--- config.mk ---
export PLATFORM = sky130hd
export DESIGN_NAME = four_channel_strain_filter
export DESIGN_NICKNAME = d
export VERILOG_FILES = /design/src/sfl_pkg.sv /design/src/sfl_mul.sv /design/src/sfl_div.sv /design/src/four_channel_strain_filter.sv
export SDC_FILE = /design/constraint.sdc
export NUM_CORES = 2
export LEC_CHECK = 0
export ABC_AREA = 0
export ABC_CLOCK_PERIOD_IN_PS = 9470
export BUFFER_PORTS_ARGS = -buffer_cell sky130_fd_sc_hd__clkbuf_2
export CAP_MARGIN = 5
export CELL_PAD_IN_SITES_DETAIL_PLACEMENT = 0
export CELL_PAD_IN_SITES_GLOBAL_PLACEMENT = 2
export CORE_MARGIN = 5
export CORE_UTILIZATION = 42
export CTS_CLUSTER_SIZE = 14
export DETAILED_ROUTE_END_ITERATION = 8
export HOLD_SLACK_MARGIN = 0.05
export PLACE_DENSITY_LB_ADDON = 0.2
export SYNTH_ARGS = -nofsm -noshare
export SYNTH_HDL_FRONTEND = slang
export SYNTH_SLANG_ARGS = --single-unit
--- constraint.sdc ---
create_clock -name clk -period 9.47 [get_ports clk]
set_input_delay 1.894 -clock clk [delete_from_list [all_inputs] [get_ports clk]]
set_output_delay 1.894 -clock clk [all_outputs]
set_load 0.03 [all_outputs]
--- src/sfl_pkg.sv ---
`default_nettype none
package sfl_pkg;

	localparam int CHANNELS      = 4;
	localparam int SAMPLE_BITS   = 16;
	localparam int FRACTION_BITS = 10;
	localparam int SUM_BITS      = 32;
	localparam int COUNT_BITS    = 16;
	localparam int LEVEL_BITS    = SUM_BITS - COUNT_BITS;
	localparam int MODE_BITS     = 2;
	localparam int KEEP_BITS     = 11;
	localparam int GAIN_BITS     = 16;
	localparam int MUL_A_BITS    = SUM_BITS;
	localparam int MUL_B_BITS    = GAIN_BITS;

	localparam int CFG_INDEX_BITS = 2;
	localparam int CFG_DATA_BITS  = 16;

	localparam logic [MODE_BITS-1:0] MODE_LATEST  = 2'd0;
	localparam logic [MODE_BITS-1:0] MODE_AVERAGE = 2'd1;
	localparam logic [MODE_BITS-1:0] MODE_LOWPASS = 2'd2;

	localparam logic [CFG_INDEX_BITS-1:0] REG_FILTER_MODE   = 2'd0;
	localparam logic [CFG_INDEX_BITS-1:0] REG_KEEP_COEF     = 2'd1;
	localparam logic [CFG_INDEX_BITS-1:0] REG_GAIN_COEF     = 2'd2;
	localparam logic [CFG_INDEX_BITS-1:0] REG_LOWPASS_SCALE = 2'd3;

	localparam logic KIND_SAMPLE = 1'b0;
	localparam logic KIND_READ   = 1'b1;

	localparam logic [MODE_BITS-1:0]   RST_FILTER_MODE   = MODE_LOWPASS;
	localparam logic [KEEP_BITS-1:0]   RST_KEEP_COEF     = 11'd1018;
	localparam logic [GAIN_BITS-1:0]   RST_GAIN_COEF     = 16'd192;
	localparam logic [COUNT_BITS-1:0]  RST_LOWPASS_SCALE = 16'd32;

	typedef struct packed {
		logic                   kind;
		logic [SAMPLE_BITS-1:0] sample_ch0;
		logic [SAMPLE_BITS-1:0] sample_ch1;
		logic [SAMPLE_BITS-1:0] sample_ch2;
		logic [SAMPLE_BITS-1:0] sample_ch3;
	} in_item_t;

	typedef struct packed {
		logic [LEVEL_BITS-1:0] level_ch0;
		logic [LEVEL_BITS-1:0] level_ch1;
		logic [LEVEL_BITS-1:0] level_ch2;
		logic [LEVEL_BITS-1:0] level_ch3;
		logic                  count_zero;
	} out_item_t;

	typedef struct packed {
		logic busy;
		logic done;
	} div_status_t;

endpackage
`default_nettype wire

--- src/sfl_mul.sv ---
`default_nettype none
module sfl_mul #(
	parameter int A_BITS = sfl_pkg::MUL_A_BITS,
	parameter int B_BITS = sfl_pkg::MUL_B_BITS
) (
	input  wire logic                     clk,
	input  wire logic [A_BITS-1:0]        a,
	input  wire logic [B_BITS-1:0]        b,
	output logic      [A_BITS+B_BITS-1:0] prod
);

	logic [A_BITS+B_BITS-1:0] prod_q;

	always_ff @(posedge clk) begin
		prod_q <= {{B_BITS{1'b0}}, a} * {{A_BITS{1'b0}}, b};
	end

	assign prod = prod_q;

endmodule
`default_nettype wire

--- src/sfl_div.sv ---
`default_nettype none
// Restoring divider, one quotient bit per cycle. A quotient that cannot fit
// (high half of dividend >= divisor) saturates without iterating.
module sfl_div #(
	parameter int N_BITS = sfl_pkg::SUM_BITS,
	parameter int D_BITS = sfl_pkg::COUNT_BITS
) (
	input  wire logic                       clk,
	input  wire logic                       arst_n,
	input  wire logic                       start,
	input  wire logic [N_BITS-1:0]          dividend,
	input  wire logic [D_BITS-1:0]          divisor,
	output logic      [N_BITS-D_BITS-1:0]   quotient,
	output sfl_pkg::div_status_t            status
);

	localparam int Q_BITS   = N_BITS - D_BITS;
	localparam int CNT_BITS = (Q_BITS > 1) ? $clog2(Q_BITS) : 1;

	logic [D_BITS-1:0]   rem_q;
	logic [Q_BITS-1:0]   quo_q;
	logic [CNT_BITS-1:0] cnt_q;
	logic                busy_q;
	logic                done_q;

	logic [D_BITS-1:0] hi;
	logic [D_BITS:0]   trial;
	logic [D_BITS:0]   diff;
	logic              trial_ge;
	logic              sat;

	assign hi       = dividend[N_BITS-1 -: D_BITS];
	assign sat      = (hi >= divisor);
	assign trial    = {rem_q, quo_q[Q_BITS-1]};
	assign trial_ge = (trial >= {1'b0, divisor});
	assign diff     = trial - {1'b0, divisor};

	always_ff @(posedge clk or negedge arst_n) begin
		if (!arst_n) begin
			busy_q <= 1'b0;
			done_q <= 1'b0;
			cnt_q  <= '0;
		end else if (start) begin
			busy_q <= !sat;
			done_q <= sat;
			cnt_q  <= '0;
		end else if (busy_q) begin
			cnt_q <= cnt_q + 1'b1;
			if (cnt_q == CNT_BITS'(Q_BITS - 1)) begin
				busy_q <= 1'b0;
				done_q <= 1'b1;
			end
		end else begin
			done_q <= 1'b0;
		end
	end

	always_ff @(posedge clk) begin
		if (start) begin
			rem_q <= hi;
			quo_q <= sat ? '1 : dividend[Q_BITS-1:0];
		end else if (busy_q) begin
			rem_q <= trial_ge ? diff[D_BITS-1:0] : trial[D_BITS-1:0];
			quo_q <= {quo_q[Q_BITS-2:0], trial_ge};
		end
	end

	assign quotient = quo_q;
	assign status   = {busy_q, done_q};

endmodule
`default_nettype wire

--- src/four_channel_strain_filter.sv ---
`default_nettype none
// Four-channel strain conditioner. A sample request updates per-channel sums
// as latest value, running average or first-order lowpass
// sum = (keep*sum + gain*sample) >> FRACTION_BITS, saturated to 32 bits; a read
// request returns sum/count per channel, saturated to 16 bits, with count_zero
// set and levels zero when the count is zero. Average mode clears sums and
// count on every read. Latest and average samples update the sums as they are
// accepted; a lowpass sample steps through LP_A, LP_B and LP_C per channel on
// one shared 32x16 multiplier. A read runs the serial divider, one quotient bit
// per cycle, once per channel; a saturating channel skips the iteration, and a
// read with zero count skips the divider. The input is not ready while a
// request is in work; a finished result sits in an output register, so the
// next request is taken while it waits.
module four_channel_strain_filter #(
	parameter int FRACTION_BITS = sfl_pkg::FRACTION_BITS
) (
	input  wire logic                                 clk,
	input  wire logic                                 arst_n,
	input  wire logic                                 in_valid,
	output logic                                      in_ready,
	input  wire sfl_pkg::in_item_t                    in_item,
	output logic                                      out_valid,
	input  wire logic                                 out_ready,
	output sfl_pkg::out_item_t                        out_item,
	input  wire logic                                 cfg_valid,
	output logic                                      cfg_ready,
	input  wire logic [sfl_pkg::CFG_INDEX_BITS-1:0]   cfg_index,
	input  wire logic [sfl_pkg::CFG_DATA_BITS-1:0]    cfg_data
);

	localparam int NCH      = sfl_pkg::CHANNELS;
	localparam int CH_BITS  = (NCH > 1) ? $clog2(NCH) : 1;
	localparam int SB       = sfl_pkg::SAMPLE_BITS;
	localparam int SUMB     = sfl_pkg::SUM_BITS;
	localparam int CNTB     = sfl_pkg::COUNT_BITS;
	localparam int LVLB     = sfl_pkg::LEVEL_BITS;
	localparam int MA       = sfl_pkg::MUL_A_BITS;
	localparam int MB       = sfl_pkg::MUL_B_BITS;
	localparam int PB       = MA + MB;

	localparam logic [2:0] S_IDLE     = 3'd0;
	localparam logic [2:0] S_LP_A     = 3'd1;
	localparam logic [2:0] S_LP_B     = 3'd2;
	localparam logic [2:0] S_LP_C     = 3'd3;
	localparam logic [2:0] S_DIV_GO   = 3'd4;
	localparam logic [2:0] S_DIV_WAIT = 3'd5;
	localparam logic [2:0] S_OUT      = 3'd6;

	logic [2:0] state_q;

	logic [sfl_pkg::MODE_BITS-1:0] mode_q;
	logic [sfl_pkg::KEEP_BITS-1:0] keep_q;
	logic [sfl_pkg::GAIN_BITS-1:0] gain_q;
	logic [CNTB-1:0]               scale_q;

	logic [SUMB-1:0] sum_q  [NCH];
	logic [CNTB-1:0] count_q;
	logic [SB-1:0]   samp_q [NCH];
	logic [LVLB-1:0] lvl_q  [NCH];
	logic            zero_q;
	logic [CH_BITS-1:0] ch_q;
	logic [PB-1:0]   acc_q;

	logic                out_valid_q;
	sfl_pkg::out_item_t  out_q;

	logic [SB-1:0] in_samp [NCH];
	logic          in_acc;
	logic          is_sample;
	logic          is_read;
	logic          ch_last;
	logic          out_free;

	logic [MA-1:0] mul_a;
	logic [MB-1:0] mul_b;
	logic [PB-1:0] prod;
	logic [PB:0]   lp_total;
	logic [PB:0]   lp_shift;
	logic [SUMB-1:0] lp_new;

	logic                  div_start;
	logic [LVLB-1:0]       div_quo;
	sfl_pkg::div_status_t  div_st;

	assign in_samp[0] = in_item.sample_ch0;
	assign in_samp[1] = in_item.sample_ch1;
	assign in_samp[2] = in_item.sample_ch2;
	assign in_samp[3] = in_item.sample_ch3;

	assign in_ready  = (state_q == S_IDLE);
	assign in_acc    = in_valid && in_ready;
	assign is_sample = in_acc && (in_item.kind == sfl_pkg::KIND_SAMPLE);
	assign is_read   = in_acc && (in_item.kind == sfl_pkg::KIND_READ);
	assign ch_last   = (ch_q == CH_BITS'(NCH - 1));
	assign out_free  = !out_valid_q || out_ready;
	assign cfg_ready = 1'b1;

	// config registers
	always_ff @(posedge clk or negedge arst_n) begin
		if (!arst_n) begin
			mode_q  <= sfl_pkg::RST_FILTER_MODE;
			keep_q  <= sfl_pkg::RST_KEEP_COEF;
			gain_q  <= sfl_pkg::RST_GAIN_COEF;
			scale_q <= sfl_pkg::RST_LOWPASS_SCALE;
		end else if (cfg_valid && cfg_ready) begin
			unique case (cfg_index)
				sfl_pkg::REG_FILTER_MODE:   mode_q  <= cfg_data[sfl_pkg::MODE_BITS-1:0];
				sfl_pkg::REG_KEEP_COEF:     keep_q  <= cfg_data[sfl_pkg::KEEP_BITS-1:0];
				sfl_pkg::REG_GAIN_COEF:     gain_q  <= cfg_data[sfl_pkg::GAIN_BITS-1:0];
				sfl_pkg::REG_LOWPASS_SCALE: scale_q <= cfg_data[CNTB-1:0];
				default: ;
			endcase
		end
	end

	// shared multiplier: keep*sum, then gain*sample
	assign mul_a = (state_q == S_LP_A) ? sum_q[ch_q] : MA'(samp_q[ch_q]);
	assign mul_b = (state_q == S_LP_A) ? MB'(keep_q) : gain_q;

	sfl_mul #(
		.A_BITS(MA),
		.B_BITS(MB)
	) u_mul (
		.clk  (clk),
		.a    (mul_a),
		.b    (mul_b),
		.prod (prod)
	);

	assign lp_total = {1'b0, acc_q} + {1'b0, prod};
	assign lp_shift = lp_total >> FRACTION_BITS;
	assign lp_new   = (|lp_shift[PB:SUMB]) ? '1 : lp_shift[SUMB-1:0];

	assign div_start = (state_q == S_DIV_GO);

	sfl_div #(
		.N_BITS(SUMB),
		.D_BITS(CNTB)
	) u_div (
		.clk      (clk),
		.arst_n   (arst_n),
		.start    (div_start),
		.dividend (sum_q[ch_q]),
		.divisor  (count_q),
		.quotient (div_quo),
		.status   (div_st)
	);

	// sequencer
	always_ff @(posedge clk or negedge arst_n) begin
		if (!arst_n) begin
			state_q <= S_IDLE;
			ch_q    <= '0;
		end else begin
			unique case (state_q)
				S_IDLE: begin
					ch_q <= '0;
					if (is_sample && mode_q == sfl_pkg::MODE_LOWPASS) begin
						state_q <= S_LP_A;
					end else if (is_read) begin
						state_q <= (count_q == '0) ? S_OUT : S_DIV_GO;
					end
				end
				S_LP_A: state_q <= S_LP_B;
				S_LP_B: state_q <= S_LP_C;
				S_LP_C: begin
					ch_q    <= ch_q + 1'b1;
					state_q <= ch_last ? S_IDLE : S_LP_A;
				end
				S_DIV_GO: state_q <= S_DIV_WAIT;
				S_DIV_WAIT: begin
					if (div_st.done) begin
						ch_q    <= ch_q + 1'b1;
						state_q <= ch_last ? S_OUT : S_DIV_GO;
					end
				end
				S_OUT: begin
					if (out_free) begin
						state_q <= S_IDLE;
					end
				end
				default: state_q <= S_IDLE;
			endcase
		end
	end

	// filter state
	always_ff @(posedge clk or negedge arst_n) begin
		if (!arst_n) begin
			for (int i = 0; i < NCH; i++) begin
				sum_q[i] <= '0;
			end
			count_q <= '0;
		end else if (is_sample) begin
			if (mode_q == sfl_pkg::MODE_LATEST) begin
				for (int i = 0; i < NCH; i++) begin
					sum_q[i] <= SUMB'(in_samp[i]);
				end
				count_q <= CNTB'(1);
			end else if (mode_q == sfl_pkg::MODE_AVERAGE) begin
				for (int i = 0; i < NCH; i++) begin
					logic [SUMB:0] t;
					t = {1'b0, sum_q[i]} + (SUMB+1)'(in_samp[i]);
					sum_q[i] <= t[SUMB] ? '1 : t[SUMB-1:0];
				end
				if (count_q != '1) begin
					count_q <= count_q + 1'b1;
				end
			end
		end else if (state_q == S_LP_C) begin
			sum_q[ch_q] <= lp_new;
			if (ch_last) begin
				count_q <= scale_q;
			end
		end else if (state_q == S_OUT && out_free && mode_q == sfl_pkg::MODE_AVERAGE) begin
			for (int i = 0; i < NCH; i++) begin
				sum_q[i] <= '0;
			end
			count_q <= '0;
		end
	end

	// datapath holding registers
	always_ff @(posedge clk) begin
		if (in_acc) begin
			for (int i = 0; i < NCH; i++) begin
				samp_q[i] <= in_samp[i];
				lvl_q[i]  <= '0;
			end
			zero_q <= (count_q == '0);
		end
		if (state_q == S_LP_B) begin
			acc_q <= prod;
		end
		if (state_q == S_DIV_WAIT && div_st.done) begin
			lvl_q[ch_q] <= div_quo;
		end
	end

	// output register
	always_ff @(posedge clk or negedge arst_n) begin
		if (!arst_n) begin
			out_valid_q <= 1'b0;
		end else if (state_q == S_OUT && out_free) begin
			out_valid_q <= 1'b1;
		end else if (out_ready) begin
			out_valid_q <= 1'b0;
		end
	end

	always_ff @(posedge clk) begin
		if (state_q == S_OUT && out_free) begin
			out_q.level_ch0  <= lvl_q[0];
			out_q.level_ch1  <= lvl_q[1];
			out_q.level_ch2  <= lvl_q[2];
			out_q.level_ch3  <= lvl_q[3];
			out_q.count_zero <= zero_q;
		end
	end

	assign out_valid = out_valid_q;
	assign out_item  = out_q;

`ifndef NO_ASSERTIONS
	a_div_idle: assert property (@(posedge clk) disable iff (!arst_n)
		in_ready |-> !div_st.busy)
		else $error("divider busy while input ready");

	a_zero_levels: assert property (@(posedge clk) disable iff (!arst_n)
		(out_valid && out_item.count_zero) |->
		(out_item.level_ch0 == '0 && out_item.level_ch1 == '0 &&
		 out_item.level_ch2 == '0 && out_item.level_ch3 == '0))
		else $error("nonzero level with zero count");

	a_latest_count: assert property (@(posedge clk) disable iff (!arst_n)
		(is_sample && mode_q == sfl_pkg::MODE_LATEST) |=> (count_q == CNTB'(1)))
		else $error("latest sample did not set count to one");
`endif

endmodule
`default_nettype wire
# Yosys cells after proc, flatten, opt, wreduce, memory -nomap -nowiden
# Memories as Yosys holds them, arrays and structs flattened. A register that Yosys moved wholly into a read port is not among the register bits.
# Index checks and enable logic that the tools add are counted.
# totals
regBits	331
mem_bits_rw	128
inputBits	88
output_inout_bits	68
word_cells	147
n_memories	2
# op_classes
add_sub_neg	9
multipliers	1
n_lt_le_gt_ge	4
n_eq_ne	21
muxes	58
bitwise_logic	2
n_reduce_logical	29
# mem_list
memory	depth	width	rd	rd_clocked_by_memory_dff	wr	line_no	rtl
lvl_q	4	16	4	4	4	four_channel_strain_filter.sv:59	logic [LVLB-1:0] lvl_q [NCH];
samp_q	4	16	1	0	4	four_channel_strain_filter.sv:58	logic [SB-1:0] samp_q [NCH];
# ops
cell	n
two-way mux 128 bit	5
two-way mux 32 bit	9
two-way mux 16 bit	15
adder 32 x 16 -> 33 bit	4
bitwise mux 128 bit	1
binary-select mux 32 bit (select 2 bit)	1
demux 32 bit (select 2 bit)	1
adder 48 x 48 -> 49 bit	1
multiplier 32 x 16 -> 48 bit	1
case mux 3 bit (7 select lines)	1
>= comparator 17 x 16 -> 1 bit	1
adder 16 x 1 -> 16 bit, second input constant	1
>= comparator 16 bit	1
zero test 16 bit	1
!= test 16 bit, second input constant	1
OR reduction 16 bit	1
subtractor 16 bit	1
two-way mux 1 bit	14
two-way mux 3 bit	4
AND reduction 2 bit	6
equality test 3 bit, second input constant	3
!= test 3 x 1 -> 1 bit, second input constant	3
equality test 2 bit, second input constant	4
logical AND 1 bit	8
25 further kinds	36

# Depth between registers and ports, before layout
# logic_depth
depth_word	8
ltp_mapped	33
depth_no_buf	28

# Modules after synthesis
# A second synthesis with hierarchy kept.
# unflattened
hier_cells	4831
hier_area_um2	46727.3
# modules_own_cells
mod	instances	cells_per_inst	area_per_inst_um2	seq_area_each_um2
four_channel_strain_filter	1	2568	26362.8	12161.7
sfl_mul	1	1957	17385.4	960.9
sfl_div	1	306	2979.1	1111.1

# Least setup slack after synthesis
# OpenSTA, ideal clock, no wires.
# synth_timing
path_type	register -> register
from	register ch_q[0]
to	register u_mul.prod_q[41], in the netlist u_mul.prod[41]
setup_ps	124
arrival_ps	8227
required_time_ps	9346
setup_slack_ps	1118
path_stages_with_launch	28
path_buffers	4
period_less_slack_ps	8352
cell_sequence	dfrtp_1 -> clkbuf_1 -> buf_1 -> clkbuf_1 -> mux4_2 -> a21oi_1 -> nor2_1 -> fa_1 -> inv_1 -> fa_1 -> inv_1 -> fa_1 -> fa_1 -> fa_1 -> inv_1 -> fa_1 -> inv_1 -> ha_1 -> clkbuf_1 -> nand3_1 -> or2_2 -> nor2_1 -> o2111ai_1 -> a211o_1 -> a211o_1 -> a211oi_1 -> nor4_1 -> a2111o_1
# synth_via
elab_chain_len	6
elab_cells_between_ends	7
classes_between	mul: 1; mux: 4; bitwise: 1; memory: 1
# synth_rtl
element	line_no	rtl
start: declaration	four_channel_strain_filter.sv:61	logic [CH_BITS-1:0] ch_q;
start signal: assignment	four_channel_strain_filter.sv:167	ch_q <= ch_q + 1'b1;
start signal: assignment	four_channel_strain_filter.sv:173	ch_q <= ch_q + 1'b1;
inverter 2 -> 3 bit (not written as such)	four_channel_strain_filter.sv:117	assign mul_a = (state_q == S_LP_A) ? sum_q[ch_q] : MA'(samp_q[ch_q]);
binary-select mux 32 bit (select 2 bit)	four_channel_strain_filter.sv:117	
two-way mux 32 bit (not written as such) (2 in a row)	four_channel_strain_filter.sv:117	
two-way mux 32 bit (*)	four_channel_strain_filter.sv:117	
multiplier 32 x 16 -> 48 bit (*)	sfl_mul.sv:15	prod_q <= {{B_BITS{1'b0}}, a} * {{A_BITS{1'b0}}, b};
end signal: assignment	sfl_mul.sv:15	
end: declaration	sfl_mul.sv:12	logic [A_BITS+B_BITS-1:0] prod_q;
# Every way passes the cells marked *; elsewhere a longest branch is shown, timed or not. The select of a mux whose other input is x is not followed.
# A chain may end at the register's enable or synchronous reset.

# Worst setup path after layout
# Ends and elaborated chain as after synthesis.

==> metrics.md <==
| Metric | Value |
|---|---|
| Fillcell total | `roughly 10k` |
| Area Overhead vs Synth | `10.9%` |
| Status | `finished, final reports clean` |
| Critical Path End Type | `flip-flop` |
| Actual slew at the worst max-slew pin | `between 1 and 1.5 ns` |
| Remaining Overflow, GRT | `0` |
| Horiz. Die Dim | `about 340 um` |
| Most frequent CP cell | `fa_1` |
| Worst min path class | `flip-flop to flip-flop` |
| DP Wirelength | `127000 um` |
| Total track usage | `between 20% and 30%` |
| Worst-path clk slew | `about 0.06 ns` |
| Routed Antenna Nets | `0` |
| Worst hold slack | `~0.41 ns` |
| Synth area leader | `fa_1` |
| Peak supply drop | `0.000701 V` |
| Post-route cell area | `between 50000 and 60000 um2` |
| H-tree depth | `3` |
| Slew Viols, Final | `0` |
| Post-layout minimum cycle time | `8.65 ns` |
| NetSw | `a little over 9000 uW` |
| Combinational Power Share | `between 60 and 70%` |
| Post-synthesis sequential area ratio | `between 30% and 40%` |
| Top-area cell type share of the netlist area | `around 19%` |
| Dpl cells | `approximately 6.2k` |
| Setup crit start kind | `flip-flop` |
| Pleak | `about 0.021 uW` |
| Slew headroom | `about 16%` |
| Post-synth top flop | `edfxtp_1` |
| FMAX | `116 MHz` |
| Synthesized flop and latch total | `~520` |
| Max Cap Violations | `0` |
| Setup TNS | `0 ns` |
| Initial Util | `42.1%` |
| Avg Inst Size Synth | `a little under 10 um2` |
| Total CTS buffers | `66` |
| P_int | `about 8200 uW` |
| Num rows | `roughly 120` |
| Hold buffers post-CTS | `0` |
| Clk sinks | `523` |
| Top cells by area, synth | `fa_1, edfxtp_1, dfrtp_1, ha_1, inv_1` |
| CTS tree | `done` |
| Port bufs | `~150` |
| Global placement routability congestion | `a little over 0.9` |
| Syn. warnings | `0` |
| Crit-path max FO | `33` |
| EDFF count, synth | `roughly 270` |
| Core region area | `109000 um2` |
| Critical Path Max Stage Delay | `around 0.85 ns` |
| Layout cells sized above 1 | `about a tenth` |
| Root Buffer Master | `clkbuf_16` |
| Synthesized instance count | `4704` |
| Die Ht | `around 340 um` |
| Max Used Layer | `met5` |
| Clock share of power | `between 15 and 20%` |
| Final WL | `around 160000 um` |
| Data arrival time of the worst path | `just over 9 ns` |
| Number of distinct library cells after synthesis | `between 80 and 90` |
| First-pass GRT wire length | `246000 um` |
| Post-CTS sizing | `0` |
| Hold Violations, Final | `0` |
| Placed Area | `about 48000 um2` |
| Nets | `approximately 5.6k` |
| Worst Path Required | `9.97 ns` |
| Die area | `116000 um2` |
| Ports | `156` |
| Iter 0 DRT Violations | `roughly 4k` |
| Clk Latency, worst-skew pair | `~0.67 ns` |
| Fin crit share | `around 90%` |
| Setup CP Type | `flip-flop to flip-flop` |
| WL met1 | `about 72000 um` |
| Largest net degree at the start of global routing | `77` |
| Critical path's slowest cell | `dfrtp_4` |
| PwrDens | `about 340 nW/um2` |
| Setup bufs post-CTS | `0` |
| Vias per cell | `5.84` |
| Switching part of the total | `a little over half` |
| Met3 wire len | `roughly 13000 um` |
| Synthesized cell area | `45700 um2` |
| Routed wl met2 | `around 74000 um` |
| Vias | `roughly 37k` |
| Unrepaired setup endpoints after global routing | `false` |
| Drc violations | `0` |
| Sequential share of power | `roughly 16%` |
| Clk_skew | `between 0.05 and 0.06 ns` |
| Initial antenna violation count | `15` |
| WL/cell | `~26 um` |
| Clock buffer depth | `3` |
| Total power | `17400 uW` |
| # setup viols final | `0` |
| Drt first pass iters | `5` |
| Share of flip-flops with an asynchronous set or reset | `38.4%` |
| Vias in the first global route | `36.8k` |
| Post-route insts no fill | `approximately 6.3k` |
critical path: cells and delay by family, from the launching register on:
kind	cells	cell delay, ns
AOI/OAI and AO/OA	6	2.03
adders and majority gates	7	3.35
buffers and inverters	4	0.20
DFF	1	0.85
muxes	1	0.62
and+or+nand+nor	7	1.39
final timing paths:
path | start | end | slack [ns] | cells past startpoint
max | ch_q[0] | u_mul.prod[41] | 0.82 | 25
min | u_mul.prod[27] | acc_q[27] | 0.41 | 0
max reg2reg | ch_q[0] | u_mul.prod[41] | 0.82 | 25
min reg2reg | u_mul.prod[27] | acc_q[27] | 0.41 | 0
max in group asynchronous | arst_n | sum_q[63] | 6.75 | 2
min in group asynchronous | arst_n | u_div.cnt_q[1] | 1.18 | 1
power by group through the flow:
stage / sequential (uW) / clock [uW] / combinational, uW
global placement: 2870 / 0 / 11800
global route: 2850 / 2880 / 13100
CTS: 2830 / 2790 / 11800
floorplan: 2780 / 0 / 7480
finish: 2840 / 2740 / 11800
detailed placement: 2870 / 0 / 11600
synthesized netlist by cell type (29+ instances only):
| master | instances |
|---|---|
| nand2_1 | 428 |
| and3_1 | 67 |
| nand3_1 | 63 |
| mux4_2 | 48 |
| nand4_1 | 46 |
| mux2_2 | 62 |
| o22ai_1 | 80 |
| mux2i_1 | 30 |
| and2_1 | 149 |
| clkbuf_1 | 194 |
| nor2b_1 | 42 |
| fa_1 | 423 |
| edfxtp_1 | 274 |
| a21oi_1 | 306 |
| o21bai_1 | 29 |
| nor3_1 | 83 |
| nand2b_1 | 29 |
| dfrtp_1 | 189 |
| a21o_1 | 99 |
| o41ai_1 | 37 |
| nor2_1 | 317 |
| xor2_1 | 64 |
| xnor2_1 | 76 |
| ha_1 | 270 |
| a31oi_1 | 106 |
| o21ai_0 | 209 |
| inv_1 | 537 |
| dfxtp_1 | 48 |
state kept, by name, summed over array words and instances, names as in the netlist, 3 cells and up:
name and count:
u_div.rem_q 16, u_div.cnt_q 4, count_q 16, u_div.quotient 16, state_q 3, keep_q 11, sum_q 128, out_item 65
acc_q 48, gain_q 16, scale_q 16, u_mul.prod 48, samp_q 64, lvl_q 64
layer usage:
metal / global-route usage, % / vias up
met5: 0 / -
met4: 8.86 / 2
met3: 5.16 / 270
met2: 43.7 / 1437
met1: 40.3 / 18600
li1: - / 16600
cells in the final DEF (no fill, tap or decap), drive strengths merged, types with 21 or more instances in the layout:
cell,instances
mux2,62
o22a,23
nor2,317
clkinv,28
o41ai,37
a31oi,106
xnor2,76
edfxtp,274
nor4,21
o22ai,80
o21a,25
nor2b,42
nand2,429
nand4,46
o21ai,210
nor3,83
and2,150
xor2,64
inv,539
ha,270
dfrtp,189
a21oi,307
o211ai,25
a21o,99
a211oi,25
o31ai,25
nand3,63
conb,81
nand2b,29
and3,67
o21bai,29
dfxtp,48
mux2i,30
mux4,48
buf,82
clkbuf,238
fa,423
area by class of cell:
class | instances | area (um2) | area share (%)
sequential | 523 | 14200 | 28.1
tap | 1414 | 1770 | 3.49
multi-input combinational | 3487 | 29000 | 57.1
timing repair buffer | 236 | 1390 | 2.75
clock buffer | 84 | 1800 | 3.54
inverter | 537 | 2020 | 3.97
antenna | 6 | 15.0 | 0.0296
clock inverter | 38 | 566 | 1.11
cell families (layout without fill, tap and decap cells):
kind of cell             count (synthesis)  after routing  share of synthesized area [%]
flip-flops                             523            523                           31.1
AO/OA/AOI/OAI                         1120           1120                           15.6
other                                    2             87                         0.0164
adder cells (fa/ha/maj)                693            693                           25.9
buffers and inverters                  773            895                           6.47
AND/OR/NAND/NOR                       1313           1313                           13.7
XOR/XNOR                               140            140                           2.68
multiplexers                           140            140                           4.55
stage by stage:
step / setup WS (ns) / util [%]
5_1_grt: 0.312 / 46.7
6_report: 0.816 / 46.8
2_1_floorplan: 1.12 / -
3_3_place_gp: 0.906 / 44.6
3_5_place_dp: 0.849 / 44.6
4_1_cts: 0.769 / 46.7
Power figures use the tool's default switching activity.
